**src/rtl/bmhq_pkg.sv**
```systemverilog
`default_nettype none

package bmhq_pkg;

    // opcode carried on the input tuser
    localparam logic OP_PUSH = 1'b0;
    localparam logic OP_POP  = 1'b1;

    // result status carried on the output tuser
    typedef logic [1:0] t_status;

    localparam t_status ST_OK        = 2'd0;
    localparam t_status ST_UNDERFLOW = 2'd1;
    localparam t_status ST_OVERFLOW  = 2'd2;

    localparam int unsigned KEY_PORT_W = 32;

endpackage

`default_nettype wire

```
**src/rtl/binary_max_heap_queue_unit.sv**
```systemverilog
// Channel    Dir  tdata                                    tuser
// s_axis     in   [31:0] key_value                         [0] operation
// m_axis     out  [31:0] popped_key, [CW+31:32] entry_cnt  [1:0] status
//
// One transaction at a time. A push moves the hole up one level per step; a pop sinks
// the moved key one level per step, reading each child in turn
// (both child reads share the one RAM read port).
// The result sits in an output register; the next transaction can start while it
// waits. Synchronous active-low reset clears count and control; heap RAM contents
// are not reset (only entries below the count are used).
`default_nettype none

module binary_max_heap_queue_unit
    import bmhq_pkg::*;
#(
    parameter int unsigned CAPACITY  = 32,
    parameter int unsigned KEY_WIDTH = 32,
    localparam int unsigned AW       = $clog2(CAPACITY),
    localparam int unsigned CW       = $clog2(CAPACITY + 1),
    localparam int unsigned OUT_DW   = ((KEY_PORT_W + CW + 7) / 8) * 8
) (
    input  wire logic                  i_clk,
    input  wire logic                  i_rst_n,

    input  wire logic                  s_axis_tvalid,
    output logic                       s_axis_tready,
    input  wire logic [KEY_PORT_W-1:0] s_axis_tdata,   // [31:0] key_value
    input  wire logic                  s_axis_tuser,   // [0] operation

    output logic                       m_axis_tvalid,
    input  wire logic                  m_axis_tready,
    output logic [OUT_DW-1:0]          m_axis_tdata,   // [31:0] popped_key, [CW+31:32] count
    output logic [1:0]                 m_axis_tuser    // [1:0] status
);

    localparam int unsigned LW = AW + 2;

    localparam logic [3:0] S_IDLE   = 4'd0;
    localparam logic [3:0] S_UP_CHK = 4'd1;
    localparam logic [3:0] S_UP_CMP = 4'd2;
    localparam logic [3:0] S_POP_R0 = 4'd3;
    localparam logic [3:0] S_POP_RL = 4'd4;
    localparam logic [3:0] S_POP_CP = 4'd5;
    localparam logic [3:0] S_DN_CHK = 4'd6;
    localparam logic [3:0] S_DN_RR  = 4'd7;
    localparam logic [3:0] S_DN_CMP = 4'd8;
    localparam logic [3:0] S_FIN    = 4'd9;

    logic [3:0]           r_state, n_state;
    logic [AW-1:0]        r_pos, n_pos;
    logic [KEY_WIDTH-1:0] r_key, n_key;
    logic [KEY_WIDTH-1:0] r_lv, n_lv;
    logic [KEY_WIDTH-1:0] r_pop, n_pop;
    logic [CW-1:0]        r_cnt, n_cnt;
    t_status              r_st, n_st;
    logic                 r_ov, n_ov;
    logic [OUT_DW-1:0]    r_odata, n_odata;
    logic [1:0]           r_ouser, n_ouser;

    logic                 ram_we;
    logic [AW-1:0]        ram_waddr;
    logic [KEY_WIDTH-1:0] ram_wdata;
    logic [AW-1:0]        ram_raddr;
    logic [KEY_WIDTH-1:0] ram_rdata;

    logic [LW-1:0]        lc_x, rc_x, cnt_x;
    logic [AW-1:0]        parent;
    logic                 use_r;
    logic [KEY_WIDTH-1:0] best_v;
    logic [AW-1:0]        best_i;

    bmhq_ram #(
        .WIDTH (KEY_WIDTH),
        .DEPTH (CAPACITY)
    ) u_heap (
        .i_clk   (i_clk),
        .i_we    (ram_we),
        .i_waddr (ram_waddr),
        .i_wdata (ram_wdata),
        .i_raddr (ram_raddr),
        .o_rdata (ram_rdata)
    );

    assign lc_x   = LW'({r_pos, 1'b1});
    assign rc_x   = lc_x + LW'(1);
    assign cnt_x  = LW'(r_cnt);
    assign parent = (r_pos - AW'(1)) >> 1;

    // right child wins only when present and strictly larger; ties go left
    assign use_r  = (rc_x < cnt_x) && ($signed(ram_rdata) > $signed(r_lv));
    assign best_v = use_r ? ram_rdata : r_lv;
    assign best_i = use_r ? rc_x[AW-1:0] : lc_x[AW-1:0];

    assign s_axis_tready = (r_state == S_IDLE);
    assign m_axis_tvalid = r_ov;
    assign m_axis_tdata  = r_odata;
    assign m_axis_tuser  = r_ouser;

    always_comb begin
        n_state   = r_state;
        n_pos     = r_pos;
        n_key     = r_key;
        n_lv      = r_lv;
        n_pop     = r_pop;
        n_cnt     = r_cnt;
        n_st      = r_st;
        n_ov      = r_ov && !m_axis_tready;
        n_odata   = r_odata;
        n_ouser   = r_ouser;
        ram_we    = 1'b0;
        ram_waddr = r_pos;
        ram_wdata = r_key;
        ram_raddr = parent;

        case (r_state)
            S_IDLE: begin
                if (s_axis_tvalid) begin
                    n_pop = '0;
                    n_st  = ST_OK;
                    if (s_axis_tuser == OP_PUSH) begin
                        if (r_cnt == CW'(CAPACITY)) begin
                            n_st    = ST_OVERFLOW;
                            n_state = S_FIN;
                        end else begin
                            n_key   = KEY_WIDTH'(signed'(s_axis_tdata));
                            n_pos   = r_cnt[AW-1:0];
                            n_cnt   = r_cnt + CW'(1);
                            n_state = S_UP_CHK;
                        end
                    end else begin
                        if (r_cnt == '0) begin
                            n_st    = ST_UNDERFLOW;
                            n_state = S_FIN;
                        end else begin
                            n_state = S_POP_R0;
                        end
                    end
                end
            end
            S_UP_CHK: begin
                ram_raddr = parent;
                if (r_pos == '0) begin
                    ram_we  = 1'b1;
                    n_state = S_FIN;
                end else begin
                    n_state = S_UP_CMP;
                end
            end
            S_UP_CMP: begin
                ram_we = 1'b1;
                if ($signed(ram_rdata) < $signed(r_key)) begin
                    // parent drops into the hole, hole moves up
                    ram_wdata = ram_rdata;
                    n_pos     = parent;
                    n_state   = S_UP_CHK;
                end else begin
                    n_state = S_FIN;
                end
            end
            S_POP_R0: begin
                ram_raddr = '0;
                n_state   = S_POP_RL;
            end
            S_POP_RL: begin
                ram_raddr = AW'(r_cnt - CW'(1));
                n_pop     = ram_rdata;
                n_state   = S_POP_CP;
            end
            S_POP_CP: begin
                n_key   = ram_rdata;
                n_cnt   = r_cnt - CW'(1);
                n_pos   = '0;
                n_state = S_DN_CHK;
            end
            S_DN_CHK: begin
                ram_raddr = lc_x[AW-1:0];
                if (lc_x >= cnt_x) begin
                    ram_we  = 1'b1;
                    n_state = S_FIN;
                end else begin
                    n_state = S_DN_RR;
                end
            end
            S_DN_RR: begin
                // rc may equal the count here; its data is then ignored
                ram_raddr = rc_x[AW-1:0];
                n_lv      = ram_rdata;
                n_state   = S_DN_CMP;
            end
            S_DN_CMP: begin
                ram_we = 1'b1;
                if ($signed(best_v) > $signed(r_key)) begin
                    ram_wdata = best_v;
                    n_pos     = best_i;
                    n_state   = S_DN_CHK;
                end else begin
                    n_state = S_FIN;
                end
            end
            S_FIN: begin
                if (!r_ov || m_axis_tready) begin
                    n_ov    = 1'b1;
                    n_odata = OUT_DW'({r_cnt, KEY_PORT_W'(signed'(r_pop))});
                    n_ouser = r_st;
                    n_state = S_IDLE;
                end
            end
            default: begin
                n_state = S_IDLE;
            end
        endcase
    end

    always_ff @(posedge i_clk) begin
        if (!i_rst_n) begin
            r_state <= S_IDLE;
            r_cnt   <= '0;
            r_ov    <= 1'b0;
        end else begin
            r_state <= n_state;
            r_cnt   <= n_cnt;
            r_ov    <= n_ov;
        end
        r_pos   <= n_pos;
        r_key   <= n_key;
        r_lv    <= n_lv;
        r_pop   <= n_pop;
        r_st    <= n_st;
        r_odata <= n_odata;
        r_ouser <= n_ouser;
    end

endmodule

`default_nettype wire

```
**src/rtl/bmhq_ram.sv**
```systemverilog
`default_nettype none

module bmhq_ram #(
    parameter int unsigned WIDTH = 32,
    parameter int unsigned DEPTH = 32,
    localparam int unsigned AW   = (DEPTH > 1) ? $clog2(DEPTH) : 1
) (
    input  wire logic             i_clk,
    input  wire logic             i_we,
    input  wire logic [AW-1:0]    i_waddr,
    input  wire logic [WIDTH-1:0] i_wdata,
    input  wire logic [AW-1:0]    i_raddr,
    output logic      [WIDTH-1:0] o_rdata
);

    logic [WIDTH-1:0] mem [DEPTH];

    always_ff @(posedge i_clk) begin
        if (i_we) begin
            mem[i_waddr] <= i_wdata;
        end
        o_rdata <= mem[i_raddr];
    end

endmodule

`default_nettype wire

```
**config.mk**
```make
export PLATFORM = sky130hd
export DESIGN_NAME = binary_max_heap_queue_unit
export DESIGN_NICKNAME = d
export VERILOG_FILES = /design/src/rtl/bmhq_pkg.sv /design/src/rtl/binary_max_heap_queue_unit.sv /design/src/rtl/bmhq_ram.sv
export SDC_FILE = /design/constraint.sdc
export NUM_CORES = 2
export LEC_CHECK = 0
export BUFFER_PORTS_ARGS = -buffer_cell sky130_fd_sc_hd__buf_2
export CAP_MARGIN = 20
export CORE_MARGIN = 1.5
export CORE_UTILIZATION = 63
export CTS_CLUSTER_SIZE = 10
export DETAILED_ROUTE_END_ITERATION = 10
export PLACE_DENSITY = 0.82
export SLEW_MARGIN = 20
export SYNTH_ARGS = -nofsm -noshare
export SYNTH_HDL_FRONTEND = slang
export SYNTH_SLANG_ARGS = --single-unit
```
**constraint.sdc**
```tcl
create_clock -name i_clk -period 7.7 [get_ports i_clk]
set_clock_uncertainty 0.05 [all_clocks]
set_input_delay 1.925 -clock i_clk [delete_from_list [all_inputs] [get_ports i_clk]]
set_output_delay 1.925 -clock i_clk [all_outputs]
set_load 0.02 [all_outputs]
```
==> results.md <==
* Leakage at 22.0 nW
* Launch point of the worst path: r_lv[10]
* Clock-pin transition on the worst setup and hold timing paths at 0.06 ns
* Die Span X at 289 um
* Clk pwr share at 21.1%
* Psw at 10.6 mW
* Combinational power share at 46.6%
* Synth cell types at 64
* Layout cells sized above 1 at 12.5%
* Antenna-violating nets left at 0
* CTS Buffer Depth at 3
* Critical path data arrival time at 7.38 ns
* Hold path start: r_pop[8]
* Gr usage total at 31.9%
* Antenna violations before repair at 3
* Via-to-Cell Ratio at 6.53
* Total design power at 28.2 mW
* Clock insertion delay at the later pin of the skew report at 0.74 ns
* Setup TNS at 0 ns
* Critical path peak fanout at 64
* Met2 Wirelength at 60.7 mm
* Ys Warns at 0
* WP buf/inv at 4
* Sequential element share of the synthesized area at 69.5%
* Final Wtd Congestion at 1.00
* Vias at 29000
* Starting Density at 63.9%
* Predominant post-synthesis flop cell: edfxtp_1
* Cell Int Power at 17.6 mW
* MaxCap Viol Count at 0
* Std-Cell Core Area at 0.0808 mm^2
* Layout area overhead at 12.0%
* Final hold viol count at 0
* Global-route wire length before repair at 189 mm
* R2R Setup Slk at 0.80 ns
* DR iter-0 viols at 4076
* H-tree levels at 4
* Max stage delay on crit path at 0.59 ns
* Fill cells at 4899
* Avg Inst Size Synth at 16.4 um^2
* Synth Instances at 3140
* Root buf cell: clkbuf_16
* Final period utilization at 89.6%
* DIE AREA at 0.0837 mm^2
* CTS tree: yes
* Final setup fails at 0
* TritonRoute pass-1 iters at 8
* RSZ-0062 raised after global routing: no
* PortBufs at 78
* CTS sink count at 1210
* Max-slew headroom at 16.9%
* Switching share of total power at 37.5%
* Pwr/cell area at 487 mW/mm^2
* RR Startpoint: r_lv[10]
* #FFs+latches synth at 1210
* Postcts setup bufs at 0
* Wl on met1 at 53.0 mm
* Fin crit period at 6.90 ns
* Number of synthesized flops with an enable pin at 1167
* HPWL after detailed placement at 76.1 mm
* # IOs at 81
* Largest net degree at the start of global routing at 167
* Req. time, crit path at 8.19 ns
* Async SR Flop Fraction at 0%
* # rows at 104
* Max Slew Vio Count at 0
* Wirelength per Cell at 29.9 um
* Worst-margin pin slew at 1.25 ns
* Post-CTS Resized at 0
* Met3 wire len at 14.0 mm
* Mapped Area at 0.0516 mm^2
* Gr ovfl total at 0
* Hold Crit Class: reg -> reg
* Routed WL at 133 mm
* # DRC at 0
* Critical Path, Cell by Cell: inv_1 -> ha_1 -> nand4_1 -> nor4_1 -> o21ai_0 -> a31o_2 -> a21oi_1 -> o21a_2 -> buf_4 -> o21ai_0 -> ha_1 -> nand4_1 -> or3_1 -> a211o_1 -> a31oi_1 -> or4_1 -> and2_1 -> nor2_2 -> buf_4 -> a222oi_1 -> buf_4
* FMAX at 145 MHz
* Vias in the first global route at 28200
* Setup crit start kind: flip-flop
* Final net count at 3452
* CTS buffer count at 141
* Critical Path Slowest Stage Cell: a222oi_1
* Worst Setup Path Type: reg -> reg
* CP most frequent cell: buf_4
* Die Y at 289 um
* Setup crit end kind: flip-flop
* Reg power frac at 32.3%
* Delay-heaviest family, CP: compound AO/OA/AOI/OAI gates
* Highest metal used: met5
* Peak VDD IR at 730 uV
* Post-CTS Hold Fix Bufs at 0
* Status: complete, no violations
## power by group through the flow
stage          Sequential [mW]  Combinational, mW  Clock [mW]
3_3_place_gp              9.19               12.5           0
2_1_floorplan             9.10               9.66           0
5_1_grt                   9.14               13.9        6.24
6_report                  9.11               13.1        5.95
4_1_cts                   9.09               12.9        6.00
3_5_place_dp              9.22               12.8           0
## routing by layer
layer,track usage [%],vias up
met5,0,-
met4,12.6,4
met3,6.39,259
met2,48.4,1750
met1,46.0,14500
li1,-,12500
## final timing paths
path | to | depth (start not counted)
worst max-delay path | u_heap.mem[16][4] | 21
worst min-delay path | m_axis_tdata[8] | 0
worst max register to register | u_heap.mem[16][4] | 21
worst min register to register | m_axis_tdata[8] | 0
## sequential cells by signal (all words and copies together), names as in the netlist, 5 cells and up
| signal | cells |
|---|---|
| u_heap.o_rdata | 32 |
| r_lv | 32 |
| r_pos | 5 |
| r_cnt | 6 |
| m_axis_tdata | 38 |
| u_heap.mem | 1024 |
| r_pop | 32 |
| r_key | 32 |
## final cells by class
class / instances / area (um^2) / area share (%)
clock buffers: 206 / 3840 / 6.65
well taps: 1060 / 1330 / 2.29
flip-flops and latches: 1210 / 35900 / 62.1
inverters: 98 / 368 / 0.636
multi-input cells: 1680 / 15000 / 25.9
diodes: 2 / 5.00 / 0.00865
repair buffers: 172 / 1230 / 2.13
clock inverters: 16 / 208 / 0.359
## stage by stage
step           hold WS [ns]  cell area, um^2  worst slack (ns)  util (%)  std cells
3_3_place_gp          0.352            53700              1.19      66.5       4215
3_5_place_dp          0.355            53800              1.04      66.5       4218
6_report              0.365            57900             0.802      71.6       4444
2_1_floorplan         0.350            51600              1.16         -       3141
4_1_cts               0.366            57800              1.00      71.5       4440
5_1_grt               0.371            57900             0.493      71.6       4442
## cells in the mapped netlist, types with 8 or more instances
master	instances	area (um^2)
a221o_1	13	130
mux2i_1	967	9680
xnor2_1	10	87.6
nand2_1	136	510
ha_1	112	1400
inv_1	98	368
and3_1	20	125
and2_1	8	50.1
a222oi_1	19	190
nand2b_1	8	50.1
dfxtp_1	43	861
o21ai_0	72	360
clkbuf_1	40	150
edfxtp_1	1167	35000
buf_2	104	521
nand4_1	19	119
nor2_1	74	278
a211oi_1	15	113
mux2_2	33	372
nor3_1	13	65.1
nand3_1	16	80.1
a21o_1	10	75.1
a21oi_1	44	220
## cells in the final DEF (no fill, tap or decap), types with 12 or more instances in the layout
cell / count
clkbuf_1: 60
buf_2: 78
edfxtp_1: 1167
nand4_1: 19
mux2i_1: 967
clkbuf_16: 143
a221o_1: 13
dfxtp_1: 43
nand2_1: 134
nor2_4: 33
and3_1: 20
inv_1: 98
buf_4: 83
o21ai_0: 71
nand3_1: 15
mux2_2: 33
a222oi_1: 19
nor2_1: 41
ha_1: 112
a21oi_1: 43
a211oi_1: 15
nor3_1: 12
## cell families (layout without fill, tap and decap cells)
logic type      count (synthesis)  after routing  synth area share, %
compound gates                228            228                 2.98
xor+xnor                       17             17                0.288
fa+ha+maj                     112            112                 2.71
buf+inv                       251            492                 2.14
flops                        1210           1210                 69.5
mux                          1000           1000                 19.5
other cells                     1              4              0.00726
simple gates                  321            321                 2.88
(Power assumes the default switching activity.)
